===== config.mk =====
export PLATFORM = sky130hd
export DESIGN_NAME = hbd_ctrl
export DESIGN_NICKNAME = d
export VERILOG_FILES = /design/src/hbd_pkg.sv /design/src/hbd_ctrl.sv
export SDC_FILE = /design/constraint.sdc
export NUM_CORES = 1
export LEC_CHECK = 0
export ABC_AREA = 0
export CAP_MARGIN = 20
export CORE_AREA = 2 2 142 179
export CTS_CLUSTER_SIZE = 10
export DETAILED_ROUTE_END_ITERATION = 12
export DIE_AREA = 0 0 144 181
export DONT_BUFFER_PORTS = 1
export MAX_ROUTING_LAYER = met4
export PLACE_DENSITY = 0.54
export SYNTH_ARGS = -nofsm -noshare
export SYNTH_HDL_FRONTEND = slang
export SYNTH_SLANG_ARGS = --single-unit

===== constraint.sdc =====
create_clock -name clk -period 14.3 [get_ports clk]
set_input_delay 2.86 -clock clk [delete_from_list [all_inputs] [get_ports clk]]
set_output_delay 2.86 -clock clk [all_outputs]
set_load 0.005 [all_outputs]

===== src/hbd_pkg.sv =====
// types, codes and helpers of the huffman tree bit decoder
`timescale 1ns / 1ps
`default_nettype none
package hbd_pkg;

  localparam int NODES_DEF         = 512;
  localparam int MAX_CODE_BITS_DEF = 32;

  localparam int SYM_W     = 8;
  localparam int CODE_W    = 32;
  localparam int LEN_W     = 6;
  localparam int BITIDX_W  = 7;
  localparam int S_TDATA_W = 48;
  localparam int M_TDATA_W = 8;

  localparam logic [1:0] OP_CLEAR   = 2'd0;
  localparam logic [1:0] OP_LOAD    = 2'd1;
  localparam logic [1:0] OP_BIT     = 2'd2;
  localparam logic [1:0] OP_RESTART = 2'd3;

  localparam logic [1:0] KIND_SYMBOL = 2'd0;
  localparam logic [1:0] KIND_NOCODE = 2'd1;
  localparam logic [1:0] KIND_REJECT = 2'd2;

  typedef enum logic [2:0] {
    ST_IDLE,
    ST_BIT,
    ST_WALK,
    ST_LINK,
    ST_GROW
  } state_t;

  typedef struct packed {
    logic             valid;
    logic [1:0]       kind;
    logic [SYM_W-1:0] sym;
  } item_t;

  // code bit at a given position, zero above the code field
  function automatic logic code_bit(input logic [CODE_W-1:0] code,
                                    input logic [BITIDX_W-1:0] idx);
    logic res;
    res = 1'b0;
    if (idx < BITIDX_W'(CODE_W)) begin
      res = code[idx[4:0]];
    end
    return res;
  endfunction

endpackage
`default_nettype wire


===== src/hbd_ctrl.sv =====
// sequencer for tree loading and bit walking over the node ram
`timescale 1ns / 1ps
`default_nettype none
module hbd_ctrl #(
  parameter int NODES         = hbd_pkg::NODES_DEF,
  parameter int MAX_CODE_BITS = hbd_pkg::MAX_CODE_BITS_DEF
) (
  input  wire logic                                    clk,
  input  wire logic                                    rst,
  input  wire logic                                    in_valid,
  input  wire logic [1:0]                              op,
  input  wire logic [hbd_pkg::SYM_W-1:0]               symbol,
  input  wire logic [hbd_pkg::CODE_W-1:0]              code,
  input  wire logic [hbd_pkg::LEN_W-1:0]               code_len,
  input  wire logic                                    bit_req,
  input  wire logic                                    out_free,
  output logic                                         in_ready,
  output hbd_pkg::item_t                               emit,
  output logic                                         mem_we,
  output logic [$clog2(NODES)-1:0]                     mem_waddr,
  output logic [2*$clog2(NODES)+hbd_pkg::SYM_W-1:0]    mem_wdata,
  output logic [$clog2(NODES)-1:0]                     mem_raddr,
  input  wire logic [2*$clog2(NODES)+hbd_pkg::SYM_W-1:0] mem_rdata
);
  import hbd_pkg::*;

  localparam int IW   = $clog2(NODES);
  localparam int LW   = 2 * IW;
  localparam int RW   = LW + SYM_W;
  localparam int FCW  = $clog2(NODES + 1);
  localparam int JW   = $clog2(MAX_CODE_BITS + 1);
  localparam int CMPW = ((FCW > BITIDX_W) ? FCW : BITIDX_W) + 1;

  state_t state, state_next;

  logic [LW-1:0]    root_links, root_links_next;
  logic [LW-1:0]    cur_links, cur_links_next;
  logic [IW-1:0]    walk_node, walk_node_next;
  logic             failed, failed_next;
  logic [FCW-1:0]   free_count, free_count_next;

  logic [IW-1:0]    node, node_next;
  logic [JW-1:0]    step, step_next;
  logic [IW-1:0]    child_reg, child_reg_next;
  logic [RW-1:0]    par_word, par_word_next;
  logic [IW-1:0]    par_node, par_node_next;
  logic             par_bit, par_bit_next;
  logic [SYM_W-1:0] ld_sym;
  logic [CODE_W-1:0] ld_code;
  logic [LEN_W-1:0] ld_len;

  logic             accept;
  logic [LW-1:0]    walk_word;
  logic [IW-1:0]    bit_child;
  logic [RW-1:0]    load_word;
  logic             load_bit;
  logic [IW-1:0]    load_child;
  logic [CMPW-1:0]  missing;
  logic [CMPW-1:0]  avail;
  logic             last_step;
  logic             grow_bit;
  logic [IW-1:0]    grow_next_idx;
  logic [LW-1:0]    grow_links;
  logic [RW-1:0]    link_word;

  assign accept    = in_valid && in_ready;
  assign walk_word = (walk_node == '0) ? root_links : cur_links;
  assign bit_child = bit_req ? walk_word[LW-1:IW] : walk_word[IW-1:0];

  assign load_word  = (node == '0) ? {{SYM_W{1'b0}}, root_links} : mem_rdata;
  assign load_bit   = code_bit(ld_code, BITIDX_W'(ld_len) - BITIDX_W'(step));
  assign load_child = load_bit ? load_word[LW-1:IW] : load_word[IW-1:0];
  assign missing    = CMPW'(ld_len) - CMPW'(step) + CMPW'(1);
  assign avail      = CMPW'(NODES) - CMPW'(free_count);
  assign last_step  = (JW'(ld_len) == step);

  assign grow_bit      = code_bit(ld_code, BITIDX_W'(ld_len) - BITIDX_W'(step) - BITIDX_W'(1));
  assign grow_next_idx = IW'(free_count + FCW'(1));
  assign grow_links    = grow_bit ? {grow_next_idx, {IW{1'b0}}} : {{IW{1'b0}}, grow_next_idx};

  always_comb begin
    link_word = par_word;
    if (par_bit) begin
      link_word[LW-1:IW] = IW'(free_count);
    end else begin
      link_word[IW-1:0] = IW'(free_count);
    end
  end

  always_comb begin
    state_next      = state;
    root_links_next = root_links;
    cur_links_next  = cur_links;
    walk_node_next  = walk_node;
    failed_next     = failed;
    free_count_next = free_count;
    node_next       = node;
    step_next       = step;
    child_reg_next  = child_reg;
    par_word_next   = par_word;
    par_node_next   = par_node;
    par_bit_next    = par_bit;
    in_ready        = 1'b0;
    emit            = '0;
    mem_we          = 1'b0;
    mem_waddr       = IW'(free_count);
    mem_wdata       = '0;
    mem_raddr       = child_reg;

    unique case (state)
      ST_IDLE: begin
        in_ready  = out_free;
        mem_raddr = bit_child;
        if (accept) begin
          unique case (op)
            OP_CLEAR: begin
              root_links_next = '0;
              free_count_next = FCW'(1);
              walk_node_next  = '0;
              failed_next     = 1'b0;
            end
            OP_LOAD: begin
              if (code_len == '0 || CMPW'(code_len) > CMPW'(MAX_CODE_BITS)) begin
                emit = '{valid: 1'b1, kind: KIND_REJECT, sym: '0};
              end else begin
                node_next  = '0;
                step_next  = JW'(1);
                state_next = ST_WALK;
              end
            end
            OP_BIT: begin
              if (!failed) begin
                if (bit_child == '0) begin
                  emit           = '{valid: 1'b1, kind: KIND_NOCODE, sym: '0};
                  failed_next    = 1'b1;
                  walk_node_next = '0;
                end else begin
                  child_reg_next = bit_child;
                  state_next     = ST_BIT;
                end
              end
            end
            OP_RESTART: begin
              walk_node_next = '0;
              failed_next    = 1'b0;
            end
            default: ;
          endcase
        end
      end

      ST_BIT: begin
        mem_raddr = child_reg;
        if (mem_rdata[LW-1:0] == '0) begin
          // leaf: wait for the output slot, then report and go back to root
          if (out_free) begin
            emit           = '{valid: 1'b1, kind: KIND_SYMBOL, sym: mem_rdata[RW-1:LW]};
            walk_node_next = '0;
            state_next     = ST_IDLE;
          end
        end else begin
          walk_node_next = child_reg;
          cur_links_next = mem_rdata[LW-1:0];
          state_next     = ST_IDLE;
        end
      end

      ST_WALK: begin
        mem_raddr = node;
        if (load_child == '0) begin
          if (missing > avail) begin
            if (out_free) begin
              emit       = '{valid: 1'b1, kind: KIND_REJECT, sym: '0};
              state_next = ST_IDLE;
            end
          end else begin
            par_word_next = load_word;
            par_node_next = node;
            par_bit_next  = load_bit;
            state_next    = ST_LINK;
          end
        end else if (last_step) begin
          state_next = ST_IDLE;
        end else begin
          mem_raddr = load_child;
          node_next = load_child;
          step_next = step + JW'(1);
        end
      end

      ST_LINK: begin
        if (par_node == '0) begin
          root_links_next = link_word[LW-1:0];
        end else begin
          mem_we    = 1'b1;
          mem_waddr = par_node;
          mem_wdata = link_word;
          if (par_node == walk_node) begin
            cur_links_next = link_word[LW-1:0];
          end
        end
        state_next = ST_GROW;
      end

      ST_GROW: begin
        mem_we          = 1'b1;
        mem_waddr       = IW'(free_count);
        free_count_next = free_count + FCW'(1);
        if (last_step) begin
          mem_wdata  = {ld_sym, {LW{1'b0}}};
          state_next = ST_IDLE;
        end else begin
          mem_wdata = {{SYM_W{1'b0}}, grow_links};
          step_next = step + JW'(1);
        end
      end

      default: state_next = ST_IDLE;
    endcase
  end

  always_ff @(posedge clk) begin
    if (rst) begin
      state      <= ST_IDLE;
      root_links <= '0;
      walk_node  <= '0;
      failed     <= 1'b0;
      free_count <= FCW'(1);
    end else begin
      state      <= state_next;
      root_links <= root_links_next;
      walk_node  <= walk_node_next;
      failed     <= failed_next;
      free_count <= free_count_next;
    end
  end

  always_ff @(posedge clk) begin
    cur_links <= cur_links_next;
    node      <= node_next;
    step      <= step_next;
    child_reg <= child_reg_next;
    par_word  <= par_word_next;
    par_node  <= par_node_next;
    par_bit   <= par_bit_next;
    if (accept) begin
      ld_sym  <= symbol;
      ld_code <= code;
      ld_len  <= code_len;
    end
  end

endmodule
`default_nettype wire


==> flow_summary.ini <==
[timing]
fmax_ghz = 0.121
finalMaxSlewViolations = 0
worst_hold_slack_ns = 0.481
finalSetupTns_ns = 0
max_slew_margin_pct = 28.2
post-route-period-util_pct = 57.8
worst_slew_pin_slew_ns = 1.08
setup_viol_count_final = 0
final_hold_viol_count = 0
fin_worst_skew_ns = 0.0118
layout_setup_ws_ns = 6.04
post-route-min-period_ns = 8.26
rsz0062_at_grt = no

[final_layout]
antenna_cells_inserted = 0
layout.core_utilization_pct = 43.5
largest_register_ffs = 32
instances_no_fill = 1218
post_route_cells_drive_above_1_share_pct = 14.0
area_growth_syn_to_layout_pct = 9.79
final_nets = 980
registers.top_by_ff_count = ld_code
reg.largest.list = ld_code: 32 flops, par_word: 26 flops

[logic_synthesis]
synth.yosys.seq_area_share_pct = 47.3
ys_ff_latch = 165
yosysMostFrequentCell = sky130_fd_sc_hd__nand2_1
syn_area_per_cell_um2 = 10.8
synth_top_area_share_pct = 38.7
synth-edff-count = 124
postSynthCellCount = 893
leading_cell_types_by_total_area_after_synthesis = sky130_fd_sc_hd__edfxtp_1, sky130_fd_sc_hd__dfxtp_1, sky130_fd_sc_hd__mux4_2
netlist-cell-type-count = 74
ys_top_cells_by_count = sky130_fd_sc_hd__nand2_1, sky130_fd_sc_hd__edfxtp_1, sky130_fd_sc_hd__nor2_1, sky130_fd_sc_hd__dfxtp_1, sky130_fd_sc_hd__clkbuf_1
synth-async-reset-ratio_pct = 0
netlist.top_cell.by_area = sky130_fd_sc_hd__edfxtp_1
synth-warning-count = 0
mappedNetlistArea_um2 = 9610
syn-num-nets = 998
postSynth.topFlopCell = sky130_fd_sc_hd__edfxtp_1

[setup_path]
critPathRequiredTime_ns = 11.44
setup.worst_path.class = reg -> out
worst_setup_path_start_kind = register
cp_max_fo = 5
crit_path_end_kind = output port
cp_data_arrival_time_ns = 5.40

[die]
die_h_um = 181
die_x_um = 144
coreArea_um2 = 24300
initial_utilization_pct = 39.6
top_level_ports = 136
fp.dieArea_um2 = 26100
floorplan.rows = 64

[place]
dp_cells = 1185
dp_hpwl_um = 21700
place.gp.congestion = 0.855
numPortBuffers = 0
dp_worst_setup_slack_ns = 6.08

[clocking]
ctsResizeCount = 0
clk-insertion-delay-late_ns = 0.43
clk_pin_slew_ns = 0.07
clock-root-buffer = sky130_fd_sc_hd__clkbuf_16
cts_max_level = 4
post_cts.repair.setup_buffers = 0
tritoncts.num_buffers = 17
cts_tree = built
cts_buffer_depth = 2
clkSinkCount = 165
cts-hold-fix-buffers = 0

[drt]
route.vias.total = 7242
drt_pass1_iterations = 7
post_drt_wl_per_cell_um = 24.1
route.detailed.drc = 0
ant_nets = 0
initialDrtViolationCount = 514
total_routed_length_um = 29300
vias_per_cell = 5.95

[global_route]
grt_pass1_wl_um = 43800
grt_max_degree = 50
grt_pass1_vias = 7144
global_route.usage.total_pct = 23.4
grt-ovfl-total = 0
grt_antenna_before_repair = 0

[pwr]
vdd.ir_drop.worst_v = 0.0000915
leakage_dissipation_nw = 3.80
power_per_cell_area_nw_per_um2 = 108

[status]
status = completed

[min_path]
hold_class = reg -> reg

[job]
max-cap-violations = 0
## power breakdown
part / internal (mW) / switching [mW]
logic: 0.0487 / 0.0738
clock network: 0.284 / 0.200
registers: 0.524 / 0.00470
total: 0.857 / 0.279
## metal layers
layer	track usage [%]	part of all wire, %	routed length [um]
met1	28.0	39	11500
met2	37.2	49	14300
met3	5.88	7.4	2160
met4	10.6	4.7	1360
met5	-	0	0
## cells in the final DEF (no fill, tap or decap), drive strengths merged, types with 18 or more instances in the layout
| cell type | count |
|---|---|
| nand2 | 133 |
| edfxtp | 124 |
| nor2 | 67 |
| dfxtp | 41 |
| inv | 40 |
| a21oi | 36 |
| mux2i | 29 |
| mux2 | 28 |
| mux4 | 27 |
| ha | 25 |
| xnor2 | 23 |
| clkbuf | 22 |
| nor3 | 20 |
| nand3 | 19 |
| a22o | 18 |
| o21ai | 18 |
| nor4 | 18 |
## worst paths after layout
check                 startpoint        endpoint  slack, ns  cells past startpoint
setup / recovery         step[0]         emit[9]       6.04                     17
hold / removal    root_links[15]  root_links[15]       0.48                      2
setup reg to reg         step[0]    par_word[19]       8.94                     17
hold reg to reg   root_links[15]  root_links[15]       0.48                      2
## through the flow
step / instance area (um^2) / power [mW]
4_1_cts: 10500 / 1.14
3_3_place_gp: 9930 / 0.661
5_1_grt: 10600 / 1.17
3_5_place_dp: 9930 / 0.661
6_report: 10600 / 1.14
2_1_floorplan: 9610 / 0.634
## cell type report
class / instances / area, um^2
tap: 330 / 413
timing repair buffer: 13 / 97.6
multi-input combinational: 640 / 4740
inverter: 38 / 143
clock inverter: 10 / 119
clock buffer: 22 / 497
fill: 2301 / 13700
sequential: 165 / 4540
## worst max-delay path, cell delays in order, from the launching register on
cell                       delay [ns]
sky130_fd_sc_hd__edfxtp_1        0.44
sky130_fd_sc_hd__ha_1            0.21
sky130_fd_sc_hd__inv_1           0.06
sky130_fd_sc_hd__fa_1            0.52
sky130_fd_sc_hd__a211oi_2        0.33
sky130_fd_sc_hd__o21bai_4        0.20
sky130_fd_sc_hd__xor2_4          0.13
sky130_fd_sc_hd__o41ai_1         0.76
sky130_fd_sc_hd__inv_1           0.15
sky130_fd_sc_hd__ha_1            0.37
sky130_fd_sc_hd__and4_1          0.16
sky130_fd_sc_hd__nand3_1         0.09
sky130_fd_sc_hd__o211a_1         0.14
sky130_fd_sc_hd__o21ai_0         0.10
sky130_fd_sc_hd__o21ai_0         0.25
sky130_fd_sc_hd__a311oi_1        0.08
sky130_fd_sc_hd__or4_1           0.57
sky130_fd_sc_hd__o21ai_0         0.41
## logic make-up (layout without fill, tap and decap cells)
logic type               count (synthesis)  after routing  share of synthesized area, %
flip-flops                             165            165                          47.3
buffers and inverters                   88             83                          3.67
adder cells (fa/ha/maj)                 26             26                          3.46
XOR/XNOR                                41             41                          4.52
AO/OA/AOI/OAI                          163            163                          12.3
AND/OR/NAND/NOR                        326            326                          16.2
multiplexers                            84             84                          12.6
Note: power is estimated with default switching activity, not from simulation.
